`config.mk`:
```
export PLATFORM = sky130hd
export DESIGN_NAME = can_motor_feedback_command_engine
export DESIGN_NICKNAME = d
export VERILOG_FILES = /design/src/sv/cmfb_pkg.sv /design/src/sv/cmfb_ctrl.sv /design/src/sv/cmfb_datapath.sv /design/src/sv/can_motor_feedback_command_engine.sv
export VERILOG_INCLUDE_DIRS = /design/src /design/src/sv
export SDC_FILE = /design/constraint.sdc
export NUM_CORES = 1
export LEC_CHECK = 0
export ABC_AREA = 1
export BUFFER_PORTS_ARGS = -buffer_cell sky130_fd_sc_hd__buf_2
export CAP_MARGIN = 10
export CELL_PAD_IN_SITES_DETAIL_PLACEMENT = 1
export CELL_PAD_IN_SITES_GLOBAL_PLACEMENT = 1
export CORE_MARGIN = 2
export CORE_UTILIZATION = 50
export DETAILED_ROUTE_END_ITERATION = 12
export PLACE_DENSITY = 0.86
export SLEW_MARGIN = 30
export SYNTH_ARGS = -nofsm -noshare
export SYNTH_HDL_FRONTEND = slang
export SYNTH_SLANG_ARGS = --single-unit
```
`constraint.sdc`:
```
create_clock -name clock -period 13.91 [get_ports clock]
set_input_delay 2.782 -clock clock [delete_from_list [all_inputs] [get_ports clock]]
set_output_delay 2.782 -clock clock [all_outputs]
set_load 0.02 [all_outputs]
```
`src/sv/assert_macros.svh`:
```
// assertion macros shared by the motor feedback and command engine
`ifndef ASSERT_MACROS_SVH
`define ASSERT_MACROS_SVH

// concurrent check of a property at every rising clock edge outside reset
`define CMFB_ASSERT(lbl, clk, rst, prop, msg) \
   lbl: assert property (@(posedge clk) disable iff (rst) (prop)) else $error(msg);

// antecedent in this cycle implies consequent in the next
`define CMFB_ASSERT_NEXT(lbl, clk, rst, ante, cons, msg) \
   lbl: assert property (@(posedge clk) disable iff (rst) (ante) |=> (cons)) else $error(msg);

`endif

```
`src/sv/cmfb_pkg.sv`:
```
// types, codes and constants of the motor feedback and command engine
`timescale 1ns / 1ps

package cmfb_pkg;

   localparam int DEF_NUM_SLOTS   = 8;
   localparam int DEF_ACCUM_WIDTH = 32;

   localparam logic [1:0] MODE_FEEDBACK = 2'd0;
   localparam logic [1:0] MODE_SET      = 2'd1;
   localparam logic [1:0] MODE_PUSH     = 2'd2;

   localparam logic KIND_FEEDBACK = 1'b0;
   localparam logic KIND_COMMAND  = 1'b1;

   localparam logic CSR_MOTOR_TYPE = 1'b0;
   localparam logic CSR_SLOT_MASK  = 1'b1;

   localparam logic [10:0] RX_BASE_CURRENT = 11'h201;
   localparam logic [10:0] RX_BASE_VOLTAGE = 11'h205;
   localparam logic [10:0] TX_ID_200       = 11'h200;
   localparam logic [10:0] TX_ID_1FF       = 11'h1FF;
   localparam logic [10:0] TX_ID_2FF       = 11'h2FF;

   localparam logic signed [15:0] CMD_LIMIT_CURRENT = 16'sd16384;
   localparam logic signed [15:0] CMD_LIMIT_VOLTAGE = 16'sd25000;

   localparam logic signed [17:0] HALF_TURN = 18'sd4096;
   localparam logic signed [17:0] FULL_TURN = 18'sd8192;

   typedef struct packed {
      logic [1:0]         mode;
      logic [10:0]        frame_id;
      logic [63:0]        frame_payload;
      logic [2:0]         slot;
      logic signed [15:0] command_value;
   } req_word_type;

   typedef struct packed {
      logic               kind;
      logic [2:0]         motor_slot;
      logic [15:0]        raw_angle;
      logic signed [15:0] rotor_speed;
      logic signed [15:0] phase_current;
      logic [7:0]         temperature;
      logic signed [31:0] total_angle;
      logic [10:0]        tx_id;
      logic [63:0]        tx_payload;
      logic               last;
   } rsp_word_type;

   typedef enum logic [2:0] {
      ST_IDLE,
      ST_DECODE,
      ST_FB_DELTA,
      ST_FB_COMMIT,
      ST_PUSH
   } ctrl_state_type;

   typedef struct packed {
      logic       load;
      logic       set_cmd;
      logic       fb_delta;
      logic       fb_commit;
      logic       push_step;
      logic [2:0] scan;
   } dp_cmd_type;

   typedef struct packed {
      logic [1:0] mode;
      logic       fb_hit;
   } dp_status_type;

endpackage

```
`src/sv/cmfb_ctrl.sv`:
```
// sequencer: decodes the latched word and steps the datapath through it
`timescale 1ns / 1ps
`include "assert_macros.svh"

module cmfb_ctrl (
   input  logic                   clock,
   input  logic                   reset,
   input  logic                   start,
   output logic                   busy,
   input  cmfb_pkg::dp_status_type status,
   output cmfb_pkg::dp_cmd_type    cmd
);

   cmfb_pkg::ctrl_state_type state_ff, state_in;
   logic [2:0] scan_ff, scan_in;

   always_ff @(posedge clock) begin
      if (reset) begin
         state_ff <= cmfb_pkg::ST_IDLE;
         scan_ff  <= 3'd0;
      end else begin
         state_ff <= state_in;
         scan_ff  <= scan_in;
      end
   end

   always_comb begin
      state_in      = state_ff;
      scan_in       = scan_ff;
      cmd           = '0;
      cmd.scan      = scan_ff;
      busy          = (state_ff != cmfb_pkg::ST_IDLE);
      unique case (state_ff)
         cmfb_pkg::ST_IDLE: begin
            if (start) begin
               cmd.load = 1'b1;
               state_in = cmfb_pkg::ST_DECODE;
            end
         end
         cmfb_pkg::ST_DECODE: begin
            scan_in = 3'd0;
            priority if (status.mode == cmfb_pkg::MODE_FEEDBACK && status.fb_hit) begin
               state_in = cmfb_pkg::ST_FB_DELTA;
            end else if (status.mode == cmfb_pkg::MODE_SET) begin
               cmd.set_cmd = 1'b1;
               state_in    = cmfb_pkg::ST_IDLE;
            end else if (status.mode == cmfb_pkg::MODE_PUSH) begin
               state_in = cmfb_pkg::ST_PUSH;
            end else begin
               state_in = cmfb_pkg::ST_IDLE;
            end
         end
         cmfb_pkg::ST_FB_DELTA: begin
            cmd.fb_delta = 1'b1;
            state_in     = cmfb_pkg::ST_FB_COMMIT;
         end
         cmfb_pkg::ST_FB_COMMIT: begin
            cmd.fb_commit = 1'b1;
            state_in      = cmfb_pkg::ST_IDLE;
         end
         cmfb_pkg::ST_PUSH: begin
            cmd.push_step = 1'b1;
            scan_in       = scan_ff + 3'd1;
            if (scan_ff == 3'd7) begin
               state_in = cmfb_pkg::ST_IDLE;
            end
         end
         default: begin
            state_in = cmfb_pkg::ST_IDLE;
         end
      endcase
   end

   `CMFB_ASSERT_NEXT(a_accept_busy, clock, reset, start && !busy, busy, "accepted word did not raise busy")
   `CMFB_ASSERT_NEXT(a_push_ends, clock, reset, state_ff == cmfb_pkg::ST_PUSH && scan_ff == 3'd7, !busy, "slot walk did not end after the last slot")

endmodule

```
`src/sv/cmfb_datapath.sv`:
```
// per-slot state, angle unwrap, command clamp and frame assembly
`timescale 1ns / 1ps
`include "assert_macros.svh"

module cmfb_datapath #(
   parameter int NUM_SLOTS   = cmfb_pkg::DEF_NUM_SLOTS,
   parameter int ACCUM_WIDTH = cmfb_pkg::DEF_ACCUM_WIDTH
) (
   input  logic                   clock,
   input  logic                   reset,
   input  cmfb_pkg::req_word_type  req_data,
   input  logic                   csr_we,
   input  logic                   csr_index,
   input  logic [7:0]             csr_wdata,
   input  cmfb_pkg::dp_cmd_type    cmd,
   output cmfb_pkg::dp_status_type status,
   output logic                   rsp_strobe,
   output cmfb_pkg::rsp_word_type  rsp_data
);

   localparam int SIW = (NUM_SLOTS > 1) ? $clog2(NUM_SLOTS) : 1;
   localparam int WW  = (ACCUM_WIDTH > 32) ? ACCUM_WIDTH : 32;
   localparam logic [3:0] NS4 = 4'(NUM_SLOTS);
   localparam logic signed [ACCUM_WIDTH:0] ACC_MAX = {2'b00, {(ACCUM_WIDTH-1){1'b1}}};
   localparam logic signed [ACCUM_WIDTH:0] ACC_MIN = {2'b11, {(ACCUM_WIDTH-1){1'b0}}};
   localparam logic signed [WW-1:0] REP_MAX = WW'(32'sh7fff_ffff);
   localparam logic signed [WW-1:0] REP_MIN = WW'(32'sh8000_0000);

   // configuration
   logic       mtype_ff;
   logic [7:0] mask_ff;

   // latched request and working registers
   cmfb_pkg::req_word_type req_ff;
   logic signed [17:0]     delta_ff, delta_in;
   logic [63:0]            frame_ff, frame_in;
   logic                   strobe_ff, strobe_in;
   cmfb_pkg::rsp_word_type rsp_ff, rsp_in;

   // per-slot state
   logic [15:0]                   prev_ff [NUM_SLOTS];
   logic signed [ACCUM_WIDTH-1:0] acc_ff  [NUM_SLOTS];
   logic signed [15:0]            cmd_ff  [NUM_SLOTS];

   logic [7:0]                    eff_mask;
   logic [10:0]                   rx_base;
   logic [10:0]                   id_off;
   logic [2:0]                    fb_slot;
   logic [SIW-1:0]                fb_idx;
   logic [SIW-1:0]                scan_idx;
   logic [SIW-1:0]                set_idx;
   logic                          set_ok;
   logic [15:0]                   prev_rd;
   logic signed [ACCUM_WIDTH-1:0] acc_rd;
   logic signed [15:0]            cmd_rd;
   logic signed [17:0]            diff;
   logic signed [ACCUM_WIDTH:0]   acc_sum;
   logic signed [ACCUM_WIDTH-1:0] acc_sat;
   logic signed [WW-1:0]          acc_wide;
   logic signed [WW-1:0]          rep_wide;
   logic signed [15:0]            cmd_lim;
   logic signed [15:0]            cmd_clamped;
   logic [63:0]                   contrib;
   logic [1:0]                    pos;
   logic                          half;
   logic                          used_lo;
   logic                          used_hi;
   logic                          half_used;

   // slots usable under the present motor type and slot count
   always_comb begin
      for (int i = 0; i < 8; i++) begin
         eff_mask[i] = mask_ff[i] && (4'(i) < NS4) && !(mtype_ff && i == 7);
      end
   end

   assign used_lo = |eff_mask[3:0];
   assign used_hi = |eff_mask[7:4];

   // receive window
   assign rx_base = mtype_ff ? cmfb_pkg::RX_BASE_VOLTAGE : cmfb_pkg::RX_BASE_CURRENT;
   assign id_off  = req_ff.frame_id - rx_base;
   assign fb_slot = id_off[2:0];
   assign fb_idx  = fb_slot[SIW-1:0];

   assign status.mode   = req_ff.mode;
   assign status.fb_hit = (req_ff.frame_id >= rx_base) && (id_off < 11'd8)
                          && eff_mask[fb_slot];

   assign prev_rd = prev_ff[fb_idx];
   assign acc_rd  = acc_ff[fb_idx];

   // step between raw angles folded into one half turn either way
   always_comb begin
      diff = $signed({2'b00, req_ff.frame_payload[63:48]}) - $signed({2'b00, prev_rd});
      priority if (diff > cmfb_pkg::HALF_TURN) begin
         delta_in = diff - cmfb_pkg::FULL_TURN;
      end else if (diff < -cmfb_pkg::HALF_TURN) begin
         delta_in = diff + cmfb_pkg::FULL_TURN;
      end else begin
         delta_in = diff;
      end
   end

   // saturating accumulate, then report within 32 bits
   always_comb begin
      acc_sum = (ACCUM_WIDTH+1)'(acc_rd) + (ACCUM_WIDTH+1)'(delta_ff);
      priority if (acc_sum > ACC_MAX) begin
         acc_sat = ACC_MAX[ACCUM_WIDTH-1:0];
      end else if (acc_sum < ACC_MIN) begin
         acc_sat = ACC_MIN[ACCUM_WIDTH-1:0];
      end else begin
         acc_sat = acc_sum[ACCUM_WIDTH-1:0];
      end
      acc_wide = WW'(acc_sat);
      priority if (acc_wide > REP_MAX) begin
         rep_wide = REP_MAX;
      end else if (acc_wide < REP_MIN) begin
         rep_wide = REP_MIN;
      end else begin
         rep_wide = acc_wide;
      end
   end

   // command clamp by motor type
   always_comb begin
      cmd_lim = mtype_ff ? cmfb_pkg::CMD_LIMIT_VOLTAGE : cmfb_pkg::CMD_LIMIT_CURRENT;
      priority if (req_ff.command_value > cmd_lim) begin
         cmd_clamped = cmd_lim;
      end else if (req_ff.command_value < -cmd_lim) begin
         cmd_clamped = -cmd_lim;
      end else begin
         cmd_clamped = req_ff.command_value;
      end
   end

   assign set_ok  = ({1'b0, req_ff.slot} < NS4);
   assign set_idx = req_ff.slot[SIW-1:0];

   // slot walk for the command frames
   assign pos       = cmd.scan[1:0];
   assign half      = cmd.scan[2];
   assign scan_idx  = cmd.scan[SIW-1:0];
   assign half_used = half ? used_hi : used_lo;
   assign cmd_rd    = ({1'b0, cmd.scan} < NS4) ? cmd_ff[scan_idx] : 16'sd0;

   always_comb begin
      contrib = 64'd0;
      if (eff_mask[cmd.scan]) begin
         unique case (pos)
            2'd0:    contrib = {cmd_rd, 48'd0};
            2'd1:    contrib = {16'd0, cmd_rd, 32'd0};
            2'd2:    contrib = {32'd0, cmd_rd, 16'd0};
            default: contrib = {48'd0, cmd_rd};
         endcase
      end
   end

   always_comb begin
      frame_in  = frame_ff;
      strobe_in = 1'b0;
      rsp_in    = '0;
      if (cmd.load) begin
         frame_in = 64'd0;
      end
      if (cmd.fb_commit) begin
         strobe_in             = 1'b1;
         rsp_in.kind           = cmfb_pkg::KIND_FEEDBACK;
         rsp_in.motor_slot     = fb_slot;
         rsp_in.raw_angle      = req_ff.frame_payload[63:48];
         rsp_in.rotor_speed    = req_ff.frame_payload[47:32];
         rsp_in.phase_current  = req_ff.frame_payload[31:16];
         rsp_in.temperature    = req_ff.frame_payload[15:8];
         rsp_in.total_angle    = rep_wide[31:0];
         rsp_in.last           = 1'b1;
      end
      if (cmd.push_step) begin
         frame_in = frame_ff | contrib;
         if (pos == 2'd3) begin
            // end of a frame's four slots
            strobe_in         = half_used;
            rsp_in.kind       = cmfb_pkg::KIND_COMMAND;
            rsp_in.tx_payload = frame_ff | contrib;
            rsp_in.last       = half ? 1'b1 : !used_hi;
            if (half) begin
               rsp_in.tx_id = mtype_ff ? cmfb_pkg::TX_ID_2FF : cmfb_pkg::TX_ID_1FF;
            end else begin
               rsp_in.tx_id = mtype_ff ? cmfb_pkg::TX_ID_1FF : cmfb_pkg::TX_ID_200;
            end
            frame_in = 64'd0;
         end
      end
   end

   always_ff @(posedge clock) begin
      if (reset) begin
         mtype_ff  <= 1'b0;
         mask_ff   <= 8'd0;
         strobe_ff <= 1'b0;
         for (int i = 0; i < NUM_SLOTS; i++) begin
            prev_ff[i] <= 16'd0;
            acc_ff[i]  <= '0;
            cmd_ff[i]  <= 16'sd0;
         end
      end else begin
         strobe_ff <= strobe_in;
         if (csr_we) begin
            if (csr_index == cmfb_pkg::CSR_MOTOR_TYPE) begin
               mtype_ff <= csr_wdata[0];
            end else begin
               mask_ff <= csr_wdata;
            end
         end
         if (cmd.fb_commit) begin
            prev_ff[fb_idx] <= req_ff.frame_payload[63:48];
            acc_ff[fb_idx]  <= acc_sat;
         end
         if (cmd.set_cmd && set_ok) begin
            cmd_ff[set_idx] <= cmd_clamped;
         end
      end
   end

   always_ff @(posedge clock) begin
      if (cmd.load) begin
         req_ff <= req_data;
      end
      delta_ff <= delta_in;
      frame_ff <= frame_in;
      rsp_ff   <= rsp_in;
   end

   assign rsp_strobe = strobe_ff;
   assign rsp_data   = rsp_ff;

   `CMFB_ASSERT_NEXT(a_strobe_gap, clock, reset, strobe_ff, !strobe_ff, "two result words in adjacent cycles")
   `CMFB_ASSERT(a_fb_last, clock, reset, !(strobe_ff && rsp_ff.kind == cmfb_pkg::KIND_FEEDBACK) || rsp_ff.last, "feedback word not marked last")

endmodule

```
`src/sv/can_motor_feedback_command_engine.sv`:
```
// top level of the motor group feedback and command engine
`timescale 1ns / 1ps

// Serves up to eight motors on one CAN bus.
// Request side: drive req_data and raise start; the word is taken at a
// rising edge with start high and busy low. Mode feedback decodes a
// received frame, mode set stores a clamped command for a slot, mode push
// emits the command frames of all enabled slots.
// Result side: rsp_data is valid for exactly one cycle while rsp_strobe is
// high; the receiver cannot stall, so words are never held back.
// Sequence after a word is taken:
//   feedback hit: the angle step is registered, then the result word is
//   registered and shown on the ports
//   feedback miss, set or unused mode: no result
//   push: slots are walked one per cycle through the single read port of
//     the command store; the low frame comes before the high frame; a new
//     word is taken only once busy is low again
// Configuration: csr_we writes csr_wdata into register csr_index
// (0 motor type, 1 slot enable mask) at once; write it only while idle.
// Reset (synchronous, active high) clears motor type, slot mask, sequencer,
// strobe, the per-slot angle history, unwrapped counts and stored commands.
module can_motor_feedback_command_engine #(
   parameter int NUM_SLOTS   = cmfb_pkg::DEF_NUM_SLOTS,
   parameter int ACCUM_WIDTH = cmfb_pkg::DEF_ACCUM_WIDTH
) (
   input  logic                  clock,
   input  logic                  reset,
   input  logic                  start,
   output logic                  busy,
   input  cmfb_pkg::req_word_type req_data,
   output logic                  rsp_strobe,
   output cmfb_pkg::rsp_word_type rsp_data,
   input  logic                  csr_we,
   input  logic                  csr_index,
   input  logic [7:0]            csr_wdata
);

   cmfb_pkg::dp_cmd_type    cmd;
   cmfb_pkg::dp_status_type status;

   cmfb_ctrl u_ctrl (
      .clock  (clock),
      .reset  (reset),
      .start  (start),
      .busy   (busy),
      .status (status),
      .cmd    (cmd)
   );

   cmfb_datapath #(
      .NUM_SLOTS   (NUM_SLOTS),
      .ACCUM_WIDTH (ACCUM_WIDTH)
   ) u_datapath (
      .clock      (clock),
      .reset      (reset),
      .req_data   (req_data),
      .csr_we     (csr_we),
      .csr_index  (csr_index),
      .csr_wdata  (csr_wdata),
      .cmd        (cmd),
      .status     (status),
      .rsp_strobe (rsp_strobe),
      .rsp_data   (rsp_data)
   );

endmodule
```
Word level (Yosys, flattened, before mapping). Memories as Yosys holds them, arrays and structs flattened. A register that Yosys moved wholly into a read port is not among the register bits. Cells that the tools add are included.

Reduce and logical (&&, ||, !) cells: 22. Add/subtract/negate cells: 7. Equality and inequality tests: 12. Magnitude comparators: 12. Bitwise operators: 3. Mux-type cells: 63.

Operator list (number): 64-bit 2-to-1 mux (4); 64-bit case mux with 3 select lines (1); 32-bit 2-to-1 mux (4); 16-bit 2-to-1 mux (4); 64-bit bitwise OR (1); 18-bit 2-to-1 mux (2); 32-bit by 18-bit adder with 33-bit output (1); 33-bit by 32-bit > comparator with 1-bit output (second input constant) (1); 33-bit by 32-bit < comparator with 1-bit output (second input constant) (1); 3-bit 2-to-1 mux (11); 32-bit > comparator (second input constant) (1); 32-bit < comparator (second input constant) (1); 16-bit OR reduction (2); 32-bit OR reduction (1); 31-bit 2-to-1 mux (1); 10-bit 2-to-1 mux (3); 1-bit 2-to-1 mux (28); 18-bit by 15-bit adder with 18-bit output (second input constant) (1); 18-bit by 14-bit > comparator with 1-bit output (second input constant) (1); 18-bit by 13-bit < comparator with 1-bit output (second input constant) (1); 18-bit by 15-bit subtractor with 18-bit output (second input constant) (1); 16-bit by 16-bit subtractor with 17-bit output (1); 16-bit > comparator (1); 16-bit < comparator (1); other kinds (27) (45).

Memory bits (writable): 512. Output and inout port bits: 170. Word-level logic and storage cells: 145. Register bits after elaboration: 362. Memories kept: 3.

Memories: u_datapath.acc_ff (depth 8, bits a word 32, rd ports 1, clocked after Yosys merged registers in 0, write ports 8, line cmfb_datapath.sv:42) `logic signed [ACCUM_WIDTH-1:0] acc_ff [NUM_SLOTS];`; u_datapath.cmd_ff (depth 8, bits a word 16, rd ports 1, clocked after Yosys merged registers in 1, write ports 8, line cmfb_datapath.sv:43) `logic signed [15:0] cmd_ff [NUM_SLOTS];`; u_datapath.prev_ff (depth 8, bits a word 16, rd ports 1, clocked after Yosys merged registers in 0, write ports 8, line cmfb_datapath.sv:41) `logic [15:0] prev_ff [NUM_SLOTS];`.

Longest topological paths before layout. Gate-level depths: netlist of run 1.

Word-level depth: 13. Depth in mapped cells: 30.

Hierarchy. Synthesis of run 1 repeated with hierarchy kept, for this count alone.

Cells, all modules: 3709. Area, all modules: 38827.2 sq um.

By module, submodules not included: cmfb_datapath (cells each 3664, seq. area each 23702.7 sq um, area an instance 38504.4 sq um, times used 1); cmfb_ctrl (cells each 45, seq. area each 120.1 sq um, area an instance 322.8 sq um, times used 1).

Worst setup path before layout of run 1. Ideal clock, no wire load.

Kind: input -> register. Start point: in start. End point: reg u_datapath.frame_ff[0], enable pin. Setup time: 0.418 ns. Buffers on the path: 0. Stages on the path: 4. Data required time: 13.492 ns. Slack: 5.544 ns. Arrival: 7.948 ns. Cells stage by stage: inv_1 nor2_1 nor2_1 inv_1.

RTL lines: start, declared (line can_motor_feedback_command_engine.sv:28) `input logic start,`; end signal, assigned (line cmfb_datapath.sv:229) `frame_ff <= frame_in;`; end, declared (line cmfb_datapath.sv:36) `logic [63:0] frame_ff, frame_in;`.

==> results of run 1 <==
==> power by group <==
| part | switching [mW] | leakage, nW | internal, mW |
|---|---|---|---|
| Sequential | 0.0683 | 8.36 | 2.88 |
| Combinational | 1.98 | 7.19 | 0.562 |
| Clock | 1.05 | 1.46 | 1.41 |
==> path summary, 6_finish.rpt <==
| path | startpoint | end | slack [ns] | cells past startpoint |
|---|---|---|---|---|
| setup / recovery | u_datapath.mtype_ff | u_datapath.acc_ff[7][1] | 6.26 | 28 |
| hold / removal | u_datapath.frame_ff[0] | u_datapath.rsp_data[1] | 0.46 | 2 |
| setup reg to reg | u_datapath.mtype_ff | u_datapath.acc_ff[7][1] | 6.26 | 28 |
| hold reg to reg | u_datapath.frame_ff[0] | u_datapath.rsp_data[1] | 0.46 | 2 |
==> layout make-up <==
class	instances	area, um^2	area share, %
Clock buffer	128	2590	6.05
Tap cell	969	1210	2.83
Inverter	266	1000	2.34
Sequential cell	861	23900	55.8
Multi-Input combinational cell	2125	11900	27.8
Antenna cell	1	2.50	0.00585
Clock inverter	42	402	0.939
Timing Repair Buffer	317	1790	4.18
==> through the flow <==
stage	worst slack [ns]	instances	util [%]	instance area, um^2	power [mW]
finish	6.26	4709	57.5	42800	7.95
floorplan	5.54	3438	-	37600	5.01
global placement	6.91	4535	53.3	39700	5.36
CTS	6.48	4705	57.3	42700	7.92
global route	6.03	4708	57.5	42800	8.27
detailed placement	6.60	4535	53.3	39700	5.45
==> critical path, delay by kind of cell (launching register included) <==
family / cells / cell delay [ns]
AO/OA/AOI/OAI: 4 / 0.71
adder cells (fa/ha/maj): 3 / 1.01
buffers and inverters: 9 / 3.18
flip-flops: 1 / 0.49
AND/OR/NAND/NOR: 12 / 1.75
==> kinds of logic after synthesis <==
kind of cell	after synthesis	synth area share, %
other	1	0.00996
AND/OR/NAND/NOR	1241	14.2
XOR/XNOR	21	0.489
adder cells (fa/ha/maj)	73	2.47
buffers and inverters	452	5.13
flip-flops	861	63.5
AO/OA/AOI/OAI	789	14.2
==> synthesized netlist by cell type (all sizes together), types with 28 or more instances <==
library cell,number,share of area (%)
clkbuf,119,1.2
edfxtp,664,53
o21ai,116,1.6
ha,71,2.4
a22o,28,0.65
buf,67,1.3
nand2,464,5.6
dfxtp,197,10
a22oi,81,1.6
a21oi,463,8.4
nand4,43,0.75
nor2,619,6.2
inv,242,2.4
nand3,80,1.1
a221oi,37,0.86
==> layout by cell type, fill, tap and decap left out, drive strengths merged, types with 3 or more instances in the layout <==
cell type,n
a21oi,463
edfxtp,664
or2,5
a22o,28
and2,3
o21bai,7
a21o,3
o211ai,5
nor3,19
clkinvlp,5
a221oi,37
a31oi,18
ha,71
xor2,19
nand4,43
bufinv,6
dfxtp,197
inv,251
clkinv,46
clkbuf,128
nand3b,5
nor2,619
a22oi,81
o22ai,19
buf,317
nand2,464
nand3,80
o21ai,116
o21a,3
==> layer usage <==
metal / global-route usage (%) / up-vias / wire [um]
met2: 53.3 / 1351 / 60000
li1: - / 12400 / -
met3: 4.77 / 376 / 8550
met4: 13.7 / 0 / 5260
met5: 0 / - / 0
met1: 37.7 / 14100 / 45700
==> state kept, by name, indices dropped and copies added (netlist names), 8 cells and up, named ones only <==
| signal | count |
|---|---|
| u_datapath.rsp_data | 160 |
| u_datapath.acc_ff | 256 |
| u_datapath.delta_ff | 18 |
| u_datapath.frame_ff | 64 |
| u_datapath.req_ff | 83 |
| u_datapath.cmd_ff | 128 |
| u_datapath.prev_ff | 128 |
| u_datapath.mask_ff | 8 |
==> impl_metrics.yaml, run 1 <==
run_status:
  status: "finished, final reports clean"
cells_and_area:
  fillers: 7850
  syn_to_final_growth_pct: 13.7
  nets: 3844
  drive_gt1_share_pct: 20.6
floorplanning:
  die_area_um2: 77500
  io_pins: 279
  chipHeight_um: 278
  die_w_um: 278
  core_um2: 74400
  rows: 100
  start_util_pct: 50.6
clocking:
  cts_setup_buffers: 0
  cts_made_buffers: 91
  clk_latency_ns: 0.65
  cts-hold-fix-buffers: 0
  cts_max_level: 3
  cts_tree: "built"
  clk_path_buf_depth: 3
  cts_sinks: 861
  path_clk_slew_ns: 0.06
  post_cts_resized: 0
  cts-root-buf: "clkbuf_16"
sta:
  relSlewSlack_pct: 30.1
  hold_viol_final: 0
  whs_ns: 0.461
  finalSetupTns_ns: 0
  min_period_ns: 7.65
  fmax_mhz: 131
  period_share_pct: 55.0
  rsz0062_at_grt: "false"
  maxSlewViolCount: 0
  finalClockSkew_ns: 0.0367
  worstMarginPinSlew_ns: 1.05
  setup_viol: 0
min_path:
  hold_class: "register to register"
pwr:
  powerDensity_nw_per_um2: 186
  peakVddDrop_v: 0.000226
  leakage_nw: 17.0
detailed_routing:
  first_pass_iters: 6
  vias: 28200
  routed_wl_mm: 120
  vias_per_cell: 6.00
  drc: 0
  dr.first_iter.drc_count: 2749
  routedWlPerCell_um: 25.4
  ant_nets: 0
yosys:
  syn_area_um2: 37600
  synthesis.nets: 3620
  ys_warn_count: 0
  ys_seq_elements: 861
  synth_edf_count: 664
  ys_async_sr_fraction_pct: 0
  syn_inst: 3438
  synth_cell_types: 52
  synthFlopType: "edfxtp_1"
  seq_area_frac_synth_pct: 63.5
  syn_area_per_cell_um2: 10.9
grt:
  grt_max_degree: 155
  grtUsageTotal_pct: 30.6
  grt_pass1_vias: 30100
  antenna_found_initial: 0
  grt_overflow: 0
  grt_pass1_wl_mm: 181
worst_setup_path:
  critPathMostFrequentCell: "nand2_1"
  crit_required_ns: 14.27
  slowest_stage: "buf_4"
  max_stage_delay_ns: 0.70
  crit_type: "register to register"
  crit_arrival_ns: 8.01
  worstPathMaxFanout: 100
  start_kind: "register"
  cp-end-kind: "register"
placed_design:
  numPortBuffers: 269
  dpl.hpwl_mm: 70.3
  place_congestion: 0.912
flow_run:
  drv_cap: 0
Note: power is estimated with default switching activity, not from simulation.
==> run 2: changes to the inputs <==
--- a/config.mk
+++ b/config.mk
@@ -12,9 +12,9 @@
 export CELL_PAD_IN_SITES_DETAIL_PLACEMENT = 1
 export CELL_PAD_IN_SITES_GLOBAL_PLACEMENT = 1
 export CORE_MARGIN = 2
-export CORE_UTILIZATION = 50
+export CORE_UTILIZATION = 44
 export DETAILED_ROUTE_END_ITERATION = 12
-export PLACE_DENSITY = 0.86
+export PLACE_DENSITY = 0.81
 export SLEW_MARGIN = 30
 export SYNTH_ARGS = -nofsm -noshare
 export SYNTH_HDL_FRONTEND = slang
==> constraint.sdc (replaced) <==
create_clock -name clock -period 6.5 [get_ports clock]
set_input_delay 1.3 -clock clock [delete_from_list [all_inputs] [get_ports clock]]
set_output_delay 1.3 -clock clock [all_outputs]
set_load 0.02 [all_outputs]
==> impl_metrics.yaml, run 2 (synthesis results as in run 1) <==
sta:
  period_share_pct: 92.0
  maxSlewViolCount: 0
  fmax_mhz: 167
  relSlewSlack_pct: 28.8
  rsz0062_at_grt: "false"
  min_period_ns: 5.98
  worstMarginPinSlew_ns: 1.07
  whs_ns: 0.461
  hold_viol_final: 0
  finalSetupTns_ns: 0
  finalClockSkew_ns: 0.0273
  setup_viol: 0
floorplanning:
  start_util_pct: 44.3
  io_pins: 279
  rows: 107
  core_um2: 85000
  die_w_um: 296
  die_area_um2: 87900
  chipHeight_um: 296
pwr:
  peakVddDrop_v: 0.000344
  total_power_mw: 17.4
  powerDensity_nw_per_um2: 400
  leakage_nw: 17.2
grt:
  grt_max_degree: 71
  antenna_found_initial: 2
  grtUsageTotal_pct: 26.1
  grt_pass1_wl_mm: 174
  grt_pass1_vias: 28700
  grt_overflow: 0
run_status:
  status: "finished, final reports clean"
min_path:
  hold_start: "u_datapath.req_ff[53]"
  holdPathEnd: "u_datapath.rsp_data[134]"
  holdPathStages: 2
  hold_class: "register to register"
cells_and_area:
  largest_reg_flops: 256
  mostFrequentLayoutCells: "664 x edfxtp_1, 618 x nor2_1, 409 x nand2_1"
  syn_to_final_growth_pct: 15.3
  final_common_cell: "edfxtp_1"
  regMostFlops: "u_datapath.acc_ff"
  fin_util_pct: 51.0
  nets: 3869
  drive_gt1_share_pct: 21.1
detailed_routing:
  top_layer: "met4"
  dr.first_iter.drc_count: 2184
  met3_length_mm: 6.91
  vias_per_cell: 5.61
  wl_met2_mm: 58.8
  routedWlPerCell_um: 23.5
  ant_nets: 0
  drc: 0
  first_pass_iters: 5
  vias: 27500
  wl_met1_mm: 46.1
  routed_wl_mm: 115
worst_setup_path:
  reg2reg_setup_slack_ns: 0.52
  worstPathMaxFanout: 21
  cp-end-kind: "register"
  timing.rr.start: "u_datapath.req_ff[83]"
  ff2ff_path_depth: 25
  reg2reg_to: "u_datapath.rsp_data[86]"
  crit_required_ns: 7.00
  crit_type: "register to register"
  start_kind: "register"
  crit_arrival_ns: 6.48
clocking:
  cts-hold-fix-buffers: 0
  cts_setup_buffers: 0
  cts_tree: "built"
  clk_path_buf_depth: 3
  post_cts_resized: 0
  path_clk_slew_ns: 0.06
  cts-root-buf: "clkbuf_16"
  cts_made_buffers: 90
  clk_latency_ns: 0.65
  cts_max_level: 3
  cts_sinks: 861
placed_design:
  place_congestion: 0.910
  numPortBuffers: 269
  dpl.hpwl_mm: 72.2
flow_run:
  drv_cap: 0
==> run 2: how the worst max path moves through the flow <==
stage,startpoint,endpoint
after CTS,u_datapath.req_ff[83],u_datapath.rsp_data[86]
after detailed placement,u_datapath.req_ff[83],u_datapath.rsp_data[86]
after global routing,u_datapath.req_ff[83],u_datapath.acc_ff[4][18]
after floorplan,start,u_datapath.frame_ff[0]
after global placement,u_datapath.req_ff[83],u_datapath.acc_ff[0][4]
final,u_datapath.req_ff[83],u_datapath.rsp_data[86]
==> run 2: area by class of cell <==
type,instances,area [um^2]
antenna,1,2.50
clock buffer,127,2570
clock inverter,41,504
fill,9171,41600
inverter,266,1000
multi-input combinational,2125,11900
sequential,861,23900
tap,1144,1430
timing repair buffer,343,2060
==> run 2: worst max-delay path, cell delays in order, from the launching register on <==
cell	delay (ns)
edfxtp_1	0.59
inv_2	0.19
ha_1	0.26
inv_1	0.06
nand2_1	0.06
nand2_1	0.34
nand3_1	0.34
inv_2	0.56
buf_4	0.39
a22o_1	0.22
a221oi_1	0.06
nand4_1	0.16
ha_1	0.29
nand2_1	0.14
a21oi_1	0.06
nor2_1	0.09
nand2_1	0.14
nand2_1	0.11
nand2_2	0.10
nand2_2	0.11
nand2_1	0.07
nand2_2	0.09
nand2_1	0.09
nand2_4	0.51
nand2_2	0.36
a21oi_1	0.39
==> run 2: metrics by stage <==
step | setup WS [ns] | std cells | area, um^2
floorplan | 1.05 | 3438 | 37600
global placement | 0.953 | 4739 | 40300
detailed placement | 0.772 | 4739 | 40300
CTS | 0.670 | 4907 | 43400
global route | 0.212 | 4908 | 43400
finish | 0.520 | 4908 | 43400
==> run 2: per-layer routing <==
layer | track usage, % | vias up
li1 | - | 12500
met1 | 33.0 | 13900
met4 | 9.24 | 0
met3 | 3.35 | 204
met5 | 0 | -
met2 | 45.9 | 988
==> run 2: power by group <==
part           internal, mW  switching, mW
Combinational          1.43           4.24
Sequential             6.16          0.132
Clock                  3.17           2.22
